$ cat src/hw/rtl/rsch_pkg.sv
// shared types and constants for the ray-sphere closest-hit block
package rsch_pkg;

	localparam int MAX_SPHERES = 16;
	localparam int IDX_W       = 4;
	localparam int CNT_W       = 5;
	localparam int RAD_W       = 47;
	localparam int CRD_W       = 48;
	localparam int DIR_W       = 32;
	localparam int OP_W        = CRD_W + 1;
	localparam int MAG_W       = 53;
	localparam int SEL_W       = MAG_W + 1;
	localparam int PROD_W      = 2 * MAG_W;
	localparam int ACC_W       = 110;
	localparam int B_W         = 54;
	localparam int REM_W       = MAG_W + 4;
	localparam int DIST_W      = 55;
	localparam int STEP_W      = 6;
	localparam int EPS_FIX     = 6;
	localparam int B_SHIFT     = 30;
	localparam int QDEPTH      = 2;
	localparam int QPTR_W      = 1;
	localparam int QCNT_W      = 2;

	localparam logic FUNC_LOAD  = 1'b0;
	localparam logic FUNC_QUERY = 1'b1;

	typedef struct packed {
		logic                    func;
		logic [IDX_W-1:0]        entry_index;
		logic [RAD_W-1:0]        radius;
		logic signed [CRD_W-1:0] center_x;
		logic signed [CRD_W-1:0] center_y;
		logic signed [CRD_W-1:0] center_z;
		logic signed [CRD_W-1:0] origin_x;
		logic signed [CRD_W-1:0] origin_y;
		logic signed [CRD_W-1:0] origin_z;
		logic signed [DIR_W-1:0] dir_x;
		logic signed [DIR_W-1:0] dir_y;
		logic signed [DIR_W-1:0] dir_z;
	} in_item_t;

	typedef struct packed {
		logic             hit;
		logic [IDX_W-1:0] hit_index;
		logic [RAD_W-1:0] distance;
	} out_item_t;

	typedef struct packed {
		logic     is_query;
		in_item_t item;
	} q_item_t;

endpackage

$ cat src/hw/rtl/rsch_front.sv
// input side: accepts items, tags queries and loads, queues them for the back end
module rsch_front (
	input  logic                              clk,
	input  logic                              arst_n,
	input  logic                              in_valid,
	output logic                              in_ready,
	input  rsch_pkg::in_item_t                in_data,
	output logic                              q_valid,
	input  logic                              q_ready,
	output rsch_pkg::q_item_t                 q_data,
	output logic [rsch_pkg::QCNT_W-1:0]       fill
);
	import rsch_pkg::*;

	q_item_t           slot_q [QDEPTH];
	logic [QPTR_W-1:0] wr_ptr_q;
	logic [QPTR_W-1:0] rd_ptr_q;
	logic [QCNT_W-1:0] cnt_q;
	logic              push;
	logic              pop;

	assign in_ready = (cnt_q != QCNT_W'(QDEPTH));
	assign q_valid  = (cnt_q != '0);
	assign q_data   = slot_q[rd_ptr_q];
	assign fill     = cnt_q;
	assign push     = in_valid && in_ready;
	assign pop      = q_valid && q_ready;

	always_ff @(posedge clk) begin
		if (push) begin
			slot_q[wr_ptr_q].is_query <= (in_data.func == FUNC_QUERY);
			slot_q[wr_ptr_q].item     <= in_data;
		end
	end

	always_ff @(posedge clk or negedge arst_n) begin
		if (!arst_n) begin
			wr_ptr_q <= '0;
			rd_ptr_q <= '0;
			cnt_q    <= '0;
		end else begin
			if (push) wr_ptr_q <= wr_ptr_q + 1'b1;
			if (pop) rd_ptr_q <= rd_ptr_q + 1'b1;
			if (push && !pop) cnt_q <= cnt_q + 1'b1;
			else if (pop && !push) cnt_q <= cnt_q - 1'b1;
		end
	end

endmodule

$ cat config.mk
export PLATFORM = sky130hd
export DESIGN_NAME = rsch_front
export DESIGN_NICKNAME = d
export VERILOG_FILES = /design/src/hw/rtl/rsch_pkg.sv /design/src/hw/rtl/rsch_front.sv
export SDC_FILE = /design/constraint.sdc
export NUM_CORES = 1
export LEC_CHECK = 0
export BUFFER_PORTS_ARGS = -buffer_cell sky130_fd_sc_hd__buf_4
export CORE_AREA = 3 3 338 340
export DETAILED_ROUTE_END_ITERATION = 16
export DIE_AREA = 0 0 341 343
export GPL_ROUTABILITY_DRIVEN = 0
export GPL_TIMING_DRIVEN = 0
export PLACE_DENSITY = 0.62
export SETUP_SLACK_MARGIN = 0.5
export SLEW_MARGIN = 10
export SYNTH_ARGS = -nofsm -noshare
export SYNTH_HDL_FRONTEND = slang
export SYNTH_SLANG_ARGS = --single-unit
$ cat constraint.sdc
create_clock -name clk -period 21.6 [get_ports clk]
set_input_delay 3.24 -clock clk [delete_from_list [all_inputs] [get_ports clk]]
set_output_delay 3.24 -clock clk [all_outputs]
set_load 0.01 [all_outputs]
**Word-level counts from Yosys, hierarchy flattened**

Memories as Yosys holds them, arrays and structs flattened.
Index checks and enable logic that the tools add are counted.

- Bits in registers: 4
- RAM bits: 874
- Input bits: 440
- Output and inout bits: 441
- Word-level logic and storage cells: 21
- Memories: 1

- $add $sub $neg: 4
- Equal/unequal tests: 1
- Mux-type cells: 4
- Reduce and logical (&&, ||, !) cells: 8

Memory list:

| memory | words | width | rd ports | clocked after memory_dff | wr ports | line | source |
|---|---|---|---|---|---|---|---|
| slot_q | 2 | 437 | 1 | 0 | 1 | rsch_front.sv:15 | `q_item_t slot_q [QDEPTH];` |

Operator list:

| operator | count |
|---|---|
| $logic_and 1x1->1 | 4 |
| $mux 2 | 2 |
| $reduce_bool 2->1 | 2 |
| $add 1x1->1 const B | 2 |
| $add 2x1->2 const B | 1 |
| $logic_not 1->1 | 2 |
| $mux 1 | 2 |
| $ne 2x2->1 const B | 1 |
| $sub 2x1->2 const B | 1 |

**Longest topological paths before layout**

Gate-level depths: netlist of the first run.

- Depth in word-level cells: 6
- Gate-level depth with buffers: 7

**Worst setup path before layout of the first run**

Ideal clock, no wire load.

- Path kind: input to register
- Start: input in_valid
- End: memory slot_q[0][0] (netlist name), enable pin
- Library setup time: 1.244 ns
- Data arrival time: 21.367 ns
- Setup slack: -1.011 ns
- Stages on the path: 2
- Path buffers: 0
- Cell sequence: nand2_1 nor2_1

- Cells in the longest elaborated chain, start to end: 3

RTL lines:

| what | line | source |
|---|---|---|
| start: declaration | rsch_front.sv:5 | `input logic in_valid,` |
| $logic_and 1x1->1 | rsch_front.sv:26 | `assign push = in_valid && in_ready;` |
| $mux 1 | rsch_front.sv:30 | `if (push) begin` |
| $mux 1 (not written as such) | rsch_front.sv:32 | `slot_q[wr_ptr_q].item <= in_data;` |
| end: declaration | rsch_front.sv:15 |  |

No other way between the ends.

**Worst setup path in the final report of the first run**

- Start: input in_valid
- End: memory slot_q[0][265] (netlist name), enable pin

The elaborated chain is that of the path after synthesis.

==> results.sh, run 1 <==
export IMPL_crit_path_max_incr_delay_ps=730
export IMPL_synthCells=1376
export IMPL_grt_pass1_vias=18100
export IMPL_dr_pass1_iters=4
export IMPL_dp_hpwl_um=62200
export IMPL_grt_pass1_wl_um=118000
export IMPL_crit_chain="buf_4 -> nand2_1 -> nor2_4 -> buf_12 -> buf_16 -> buf_16 -> buf_16 -> buf_12 -> buf_12 -> buf_16"
export IMPL_yosysSeqAreaShare_pct=77.7
export IMPL_clock_path_buffers=3
export IMPL_dieHeight_um=343
export IMPL_cp_max_fo=28
export IMPL_timing_final_ws_setup_ps=16190
export IMPL_postCtsSetupRepairBufs=0
export IMPL_synth_fp_nets=1817
export IMPL_cpMaxStageDelayCell="nor2_4"
export IMPL_cap_violations=0
export IMPL_fmax_ghz=0.185
export IMPL_worstMarginPinSlew_ps=925
export IMPL_cts_root_buf="clkbuf_16"
export IMPL_fin_skew_ps=18.5
export IMPL_place_ws_ps=15480
export IMPL_min_path_cells=1
export IMPL_crit_buf_inv=8
export IMPL_rr_endpoint="slot_q[0][265]"
export IMPL_ir_drop_v=0.0000889
export IMPL_yosys_area_share_adder_pct=0.0370
export IMPL_cts_inserted_buffers=92
export IMPL_h_tree_depth=3
export IMPL_report_final_slew_viol_count=0
export IMPL_min_period_ps=5410
export IMPL_synth_compound_area_share_pct=0
export IMPL_p_leak_nw=18.1
export IMPL_synth_top_family_by_area="multiplexers"
export IMPL_fin_setup_tns_ps=0
export IMPL_setup_viol=0
export IMPL_cts_tree="built"
export IMPL_r2r_slack_ps=18190
export IMPL_worst_setup_path_end_kind="register"
export IMPL_drt_iter0_markers=817
export IMPL_netlist_area_um2=33800
export IMPL_grt_max_degree=59
export IMPL_placed_cell_area_um2=43000
export IMPL_fin_crit_sh_pct=25.0
export IMPL_yosys_warnings=0
export IMPL_die_area_um2=117000
export IMPL_syn_avg_cell_area_um2=24.6
export IMPL_worstSetupPathType="in2reg"
export IMPL_grt_usage_pct=13.6
export IMPL_coreArea_um2=112000
export IMPL_drive_gt1_share_pct=62.1
export IMPL_hold_path_class="reg2reg"
export IMPL_final_antenna_net_count=0
export IMPL_die_w_um=341
export IMPL_antenna_found_initial=7
export IMPL_synth_xor_area_share_pct=0.129
export IMPL_cts_sinks=876
export IMPL_start_kind="input port"
export IMPL_routed_wl_um=82900
export IMPL_slew_headroom_pct=38.2
export IMPL_synth_area_mux_share_pct=19.3
export IMPL_pin_count=881
export IMPL_cts_hold_buffers=0
export IMPL_hold_viol_final=0
export IMPL_area_growth_pct=35.8
export IMPL_start_util_pct=30.2
export IMPL_timing_critical_path_mode_cell="buf_16"
export IMPL_io_buffers=880
export IMPL_core_rowCount=123
export IMPL_wl_per_cell_um=21.0
export IMPL_clk_transition_reported_paths_ps=60
export IMPL_required_ps=21940
export IMPL_powerDensity_nw_per_um2=139
export IMPL_r2r_start="fill[0]"
export IMPL_ys_types=16
export IMPL_final_nets=2817
export IMPL_worstRegToRegCells=10
export IMPL_via_per_inst=4.19
export IMPL_cp_top_family="buffers and inverters"
export IMPL_drc_errors=0
export IMPL_cts_resized=0
export IMPL_min_to="fill[1]"
export IMPL_worstHoldStart="fill[1]"
export IMPL_rsz0062_at_grt="false"
export IMPL_synth_simple_gate_area_share_pct=0.0998
export IMPL_status="completed"
export IMPL_grt_overflow_total=0
export IMPL_crit_arrival_ps=5740
export IMPL_fin_util_pct=41.1
export IMPL_design_area_um2=46000
export IMPL_clk_latency_ps=640
export IMPL_synth_seq_cells=876
export IMPL_vias=16600
worst max-delay path by stage:
stage | cells past startpoint | to | slack (ps) | from
after floorplan | 2 | slot_q[0][0] | 6390 | in_valid
after global placement | 3 | slot_q[0][229] | 190 | in_valid
after detailed placement | 10 | slot_q[0][229] | 15480 | in_valid
after CTS | 5 | q_data[263] | 16100 | rd_ptr_q
after global routing | 10 | slot_q[0][265] | 16060 | in_valid
final | 10 | slot_q[0][265] | 16190 | in_valid
state kept, by name (all words and copies together) (netlist names):
register / count
fill: 2
rd_ptr_q: 1
slot_q: 872
wr_ptr_q: 1
cell type report:
| type | count | area [µm²] |
|---|---|---|
| antenna | 5 | 12.5 |
| buffer | 50 | 945 |
| clock buffer | 113 | 2440 |
| clock inverter | 53 | 531 |
| fill | 9902 | 65900 |
| inverter | 1 | 3.75 |
| multi-input combinational | 449 | 6620 |
| sequential | 876 | 26300 |
| tap | 1500 | 1880 |
| timing repair buffer | 906 | 7250 |
cells by family after synthesis:
logic type               Yosys count
XOR/XNOR                           5
AND/OR/NAND/NOR                    7
flip-flops                       876
buffers and inverters             51
multiplexers                     436
adder cells (fa/ha/maj)            1
synth_stat cells (all sizes together):
master / count / area [µm²]
edfxtp: 872 / 26200
mux2: 436 / 6520
buf: 50 / 945
dfrtp: 4 / 100
xnor2: 3 / 26.3
nand2: 2 / 7.51
nor2: 2 / 7.51
xor2: 2 / 17.5
and3: 1 / 6.26
ha: 1 / 12.5
inv: 1 / 3.75
nand2b: 1 / 6.26
or2: 1 / 6.26
placed cells by master, fill, tap and decap left out, types with 8 or more instances in the layout:
cell type and n:
buf_4 881, edfxtp_1 872, mux2_4 429, clkbuf_16 95
buf_12 53, clkinv_1 24, clkbuf_1 18, buf_16 17
clkinv_2 13, bufinv_16 8
per-stage QoR:
stage,total power [mW],cells,hold slack (ps)
after floorplan,4.05,1376,479
after global placement,5.13,3756,500
after detailed placement,4.95,3782,513
after CTS,6.53,3948,525
after global routing,6.70,3951,573
final,6.41,3953,523
power by group:
part           internal, mW  switching (mW)  total (mW)
logic                  1.34            1.12        2.46
clock network         0.903           0.640        1.54
registers              2.32          0.0879        2.41
per-layer routing:
layer | vias up | part of all wire [%] | global-route usage, %
li1 | 7524 | - | -
met1 | 8281 | 36 | 14.8
met2 | 626 | 51 | 23.5
met3 | 136 | 9.6 | 5.50
met4 | 2 | 3.1 | 5.57
met5 | - | 0.016 | 0
Note: power is estimated with default switching activity, not from simulation.
==> run 2: changes to the inputs <==
PLACE_DENSITY = 0.63   (was 0.62)
clock period = 4.9 ns   (was 21.6 ns; I/O delays follow)
==> run 2 against run 1 <==
Against the previous run: register-to-register slack worse by 17000 ps; worst hold slack worse by 250 ps; power rose to 4.4 times the previous value; sequential share of layout area up 0.25 points; non-clock buffer count unchanged; largest cell class unchanged; clock power rose to 4.2 times the previous value; design area down 0.43%; core utilization down 0.18 points; wire length up 2.1%; critical endpoint is now slot_q[1][197].
==> results.sh, run 2 (synthesis gave the netlist of run 1 again) <==
export IMPL_status="completed"
export IMPL_fin_setup_tns_ps=0
export IMPL_largest_reg_flops=872
export IMPL_start_kind="register"
export IMPL_coreArea_um2=112000
export IMPL_io_buffers=880
export IMPL_die_area_um2=117000
export IMPL_final_antenna_net_count=0
export IMPL_grt_pass1_wl_um=119000
export IMPL_fmax_ghz=0.293
export IMPL_required_ps=5200
export IMPL_final_nets=2817
export IMPL_crit_arrival_ps=3720
export IMPL_rsz0062_at_grt="false"
export IMPL_drive_gt1_share_pct=62.3
export IMPL_wl_met3_um=7740
export IMPL_ir_drop_v=0.000371
export IMPL_startpoint="fill[0]"
export IMPL_powerDensity_nw_per_um2=612
export IMPL_grt_usage_pct=13.8
export IMPL_dr_pass1_iters=4
export IMPL_final_common_cell="buf_4"
export IMPL_core_rowCount=123
export IMPL_antenna_found_initial=9
export IMPL_fin_skew_ps=21.9
export IMPL_drc_errors=0
export IMPL_hold_viol_final=0
export IMPL_postCtsSetupRepairBufs=0
export IMPL_clk_transition_reported_paths_ps=60
export IMPL_crit_end="slot_q[1][197]"
export IMPL_worst_setup_path_end_kind="register"
export IMPL_setup_viol=0
export IMPL_dp_hpwl_um=64500
export IMPL_largest_register="slot_q"
export IMPL_fillers=9943
export IMPL_wl_met1_um=30000
export IMPL_fin_crit_sh_pct=69.7
export IMPL_worstMarginPinSlew_ps=771
export IMPL_slew_headroom_pct=48.6
export IMPL_top_layer_used="met5"
export IMPL_grt_pass1_vias=17900
export IMPL_wl_per_cell_um=21.5
export IMPL_hold_path_class="in2reg"
export IMPL_r2r_start="fill[0]"
export IMPL_cap_violations=0
export IMPL_worstSetupPathType="reg2reg"
export IMPL_vias=16500
export IMPL_report_final_slew_viol_count=0
export IMPL_routed_wl_met2_um=44900
export IMPL_dieHeight_um=343
export IMPL_min_period_ps=3420
export IMPL_cts_sinks=876
export IMPL_worstRegToRegCells=7
export IMPL_die_w_um=341
export IMPL_r2r_slack_ps=1480
export IMPL_cts_root_buf="clkbuf_16"
export IMPL_p_leak_nw=18.0
export IMPL_rr_endpoint="slot_q[1][197]"
export IMPL_clk_latency_ps=640
export IMPL_pin_count=881
export IMPL_cp_max_fo=54
export IMPL_cts_inserted_buffers=92
export IMPL_cts_resized=0
export IMPL_cts_tree="built"
export IMPL_h_tree_depth=3
export IMPL_grt_overflow_total=0
export IMPL_grt_max_degree=62
export IMPL_clock_path_buffers=3
export IMPL_final_cell_mix="buf_4, edfxtp_1, mux2_4, clkbuf_16, buf_12"
export IMPL_start_util_pct=30.2
export IMPL_via_per_inst=4.19
export IMPL_p_total_mw=28.0
export IMPL_drt_iter0_markers=815
export IMPL_routed_wl_um=84700
export IMPL_area_growth_pct=35.3
-- run 2: cell types whose count changed in the layout (fill, tap and decap cells not counted), moves of 3 or more --
cell,previous run,this run
clkinv_1,24,12
buf_16,17,10
buf_12,53,59
clkinvlp_4,0,4
clkbuf_1,18,21
clkbuf_16,95,92
clkinv_8,0,3
-- run 2: worst min-delay path by stage --
stage,start,end,cells after the start
floorplan,arst_n,fill[0],0
global placement,arst_n,wr_ptr_q,1
detailed placement,arst_n,wr_ptr_q,1
CTS,in_data[47],slot_q[1][47],1
global route,in_data[333],slot_q[0][333],1
finish,in_data[31],slot_q[1][31],1
-- run 2: worst max-delay path, cell delays in order, from the launching register on --
cell	delay (ps)
dfrtp_1	440
nand2b_2	240
and3_4	720
buf_16	320
buf_16	320
buf_12	290
buf_12	270
buf_16	290
-- run 2: final cells by class --
type,instances,area (µm²),area share (%)
Antenna cell,5,12.5,0.0273
Buffer,50,945,2.06
Clock buffer,113,2380,5.20
Clock inverter,45,439,0.959
Inverter,1,3.75,0.00820
Multi-Input combinational cell,449,6640,14.5
Sequential cell,876,26300,57.4
Tap cell,1500,1880,4.10
Timing Repair Buffer,906,7190,15.7
-- run 2: metal layers --
layer,vias up,track usage [%]
met4,2,4.10
met3,123,5.75
met1,8283,14.4
met5,-,0
met2,612,25.1
li1,7518,-
-- run 2: power by group --
group          switching, mW  leakage, nW  internal, mW
clock                   2.77         1.37          3.77
sequential             0.389         8.15          10.2
combinational           5.01         8.53          5.87
-- run 2: repair_timing --
item | CTS | global route
hold buffers | 1 | 0
endpoints found under the setup margin | 0 | 0
hold endpoints to repair | 4 | 0
-- run 2: per-stage QoR --
step | utilization, % | instances | instance area, µm² | hold WS (ps) | worst slack [ps]
floorplan | - | 1376 | 33900 | 439 | -2730
global route | 40.9 | 3942 | 45800 | 202 | 1290
detailed placement | 38.4 | 3781 | 42900 | 535 | 1280
global placement | 37.9 | 3756 | 42400 | 528 | -6350
finish | 40.9 | 3945 | 45800 | 277 | 1480
CTS | 40.9 | 3940 | 45800 | 192 | 1440
==> run 3: changes to the inputs <==
clock period = 3.1 ns   (was 4.9 ns; I/O delays follow)
==> run 3 against run 2 <==
Against the previous run: clock power is 70% higher; wire length increased by 14%; final cell count rose by 13%; worst hold slack worse by 120 ps; register-to-register slack got worse by 860 ps; critical path depth shrank 1; core utilization up 6.0 points; flip-flop and latch count unchanged; critical path type is now reg2out.
==> results.sh, run 3 (synthesis gave the netlist of run 1 again) <==
export IMPL_worstRegToRegCells=9
export IMPL_cts_tree="built"
export IMPL_worstMarginPinSlew_ps=611
export IMPL_switching_share_pct=29.5
export IMPL_power_frac_seq_pct=34.4
export IMPL_hold_path_class="in2reg"
export IMPL_clock_path_buffers=3
export IMPL_final_cell_mix="edfxtp_1, buf_4, dlygate4sd3_1, mux2_4, buf_6"
export IMPL_cp_max_fo=8
export IMPL_fillers=9199
export IMPL_cap_violations=0
export IMPL_fin_crit_sh_pct=85.4
export IMPL_p_total_mw=49.0
export IMPL_area_growth_pct=55.2
export IMPL_crit_end="q_data[322]"
export IMPL_startpoint="rd_ptr_q"
export IMPL_design_area_um2=52500
export IMPL_holdWs_ps=155
export IMPL_largest_register="slot_q"
export IMPL_powerDensity_nw_per_um2=932
export IMPL_placed_cell_area_um2=42900
export IMPL_io_buffers=880
export IMPL_report_final_slew_viol_count=0
export IMPL_crit_chain="buf_12 -> buf_12 -> buf_16 -> buf_12 -> mux2_4 -> buf_6"
export IMPL_setup_viol=0
export IMPL_p_clk_share_pct=22.6
export IMPL_start_util_pct=30.2
export IMPL_vias=18900
export IMPL_routed_wl_um=96600
export IMPL_r2r_start="fill[0]"
export IMPL_fmax_ghz=0.378
export IMPL_timing_critical_path_mode_cell="buf_12"
export IMPL_final_nets=3310
export IMPL_coreArea_um2=112000
export IMPL_slew_headroom_pct=59.2
export IMPL_cp_top_family="buffers and inverters"
export IMPL_top_layer_used="met5"
export IMPL_worstSetupPathType="reg2out"
export IMPL_dieHeight_um=343
export IMPL_hold_viol_final=0
export IMPL_p_int_mw=34.5
export IMPL_grt_overflow_total=0
export IMPL_crit_buf_inv=5
export IMPL_power_frac_comb_pct=43.0
export IMPL_dp_hpwl_um=64300
export IMPL_rsz0062_at_grt="true"
export IMPL_wl_met1_um=33500
export IMPL_routed_wl_met2_um=51000
export IMPL_drive_gt1_share_pct=53.9
export IMPL_crit_arrival_ps=2180
export IMPL_die_area_um2=117000
export IMPL_pin_count=881
export IMPL_wl_met3_um=7730
export IMPL_path_depth=6
export IMPL_drt_iter0_markers=822
export IMPL_final_antenna_net_count=0
export IMPL_r2r_slack_ps=620
export IMPL_grt_usage_pct=15.3
export IMPL_die_w_um=341
export IMPL_clk_transition_reported_paths_ps=60
export IMPL_h_tree_depth=3
export IMPL_cts_inserted_buffers=94
export IMPL_status="completed"
export IMPL_via_per_inst=4.25
export IMPL_grt_max_degree=57
export IMPL_ir_drop_v=0.000570
export IMPL_antenna_found_initial=9
export IMPL_grt_pass1_vias=21000
export IMPL_cts_sinks=876
export IMPL_worst_setup_path_end_kind="output port"
export IMPL_p_leak_nw=20.9
export IMPL_dr_pass1_iters=6
export IMPL_crit_path_max_incr_delay_ps=370
export IMPL_clk_latency_ps=670
export IMPL_cts_root_buf="clkbuf_16"
export IMPL_drc_errors=0
export IMPL_largest_reg_flops=872
export IMPL_start_kind="register"
export IMPL_required_ps=2630
export IMPL_min_period_ps=2650
export IMPL_core_rowCount=123
export IMPL_final_common_cell="edfxtp_1"
export IMPL_wl_per_cell_um=21.7
export IMPL_rr_endpoint="slot_q[0][197]"
export IMPL_grt_pass1_wl_um=133000
export IMPL_fin_skew_ps=32.7
export IMPL_cpMaxStageDelayCell="dfrtp_1"
export IMPL_power_switching_mw=14.4
==> run 3: power groups by stage <==
stage / Combinational (mW) / Sequential (mW) / Clock (mW)
5_1_grt: 22.0 / 17.0 / 11.8
6_report: 21.1 / 16.8 / 11.1
3_5_place_dp: 17.6 / 17.0 / 0
3_3_place_gp: 14.7 / 16.2 / 0
4_1_cts: 19.5 / 16.8 / 11.3
2_1_floorplan: 9.74 / 17.3 / 0
==> run 3: per-layer routing <==
layer	vias to the layer above	global-route usage, %
met2	767	27.7
met1	9400	16.0
met5	-	0
met4	6	6.84
li1	8553	-
met3	205	5.12
==> run 3: area by class of cell <==
class	count	area (µm²)	share of cell area (%)
Sequential cell	876	26300	50.1
Clock buffer	105	2410	4.60
Clock inverter	66	659	1.26
Antenna cell	6	15.0	0.0286
Timing Repair Buffer	1395	13600	25.8
Inverter	1	3.75	0.00715
Buffer	50	1050	2.00
Multi-Input combinational cell	451	6650	12.7
Tap cell	1500	1880	3.57
==> run 3: what timing repair did <==
action                                  in CTS  in global routing
endpoints found under the setup margin     535                529
buffers inserted                            15                  2
resized for setup                           92                161
gates cloned                                13                 24
endpoints found under the hold margin      876                  0
hold buffers                               437                  0
pin swaps                                    2                  0
==> run 3: worst min-delay path by stage <==
stage | startpoint | endpoint | slack [ps] | depth (start not counted)
after floorplan | arst_n | fill[0] | 170 | 0
final | in_valid | wr_ptr_q | 160 | 3
after global routing | in_valid | wr_ptr_q | 110 | 3
after global placement | arst_n | fill[1] | 260 | 1
after CTS | in_valid | wr_ptr_q | 80 | 3
after detailed placement | arst_n | fill[1] | 270 | 1
==> run 3: tightest hold or removal path: cells and delay by family <==
kind / cells / cell delay (ps)
xor gates and xnor gates: 1 / 60
buffers and inverters: 1 / 140
and+or+nand+nor: 1 / 90
==> run 3: through the flow <==
step	cells	util [%]	TNS (ps)	setup WS, ps
after floorplan	1376	-	-3320910	-4400
after global placement	3756	37.9	-5948280	-7810
after detailed placement	3782	38.4	0	255
after CTS	4418	45.8	0	345
after global routing	4449	46.9	0	331
final	4450	46.9	0	452
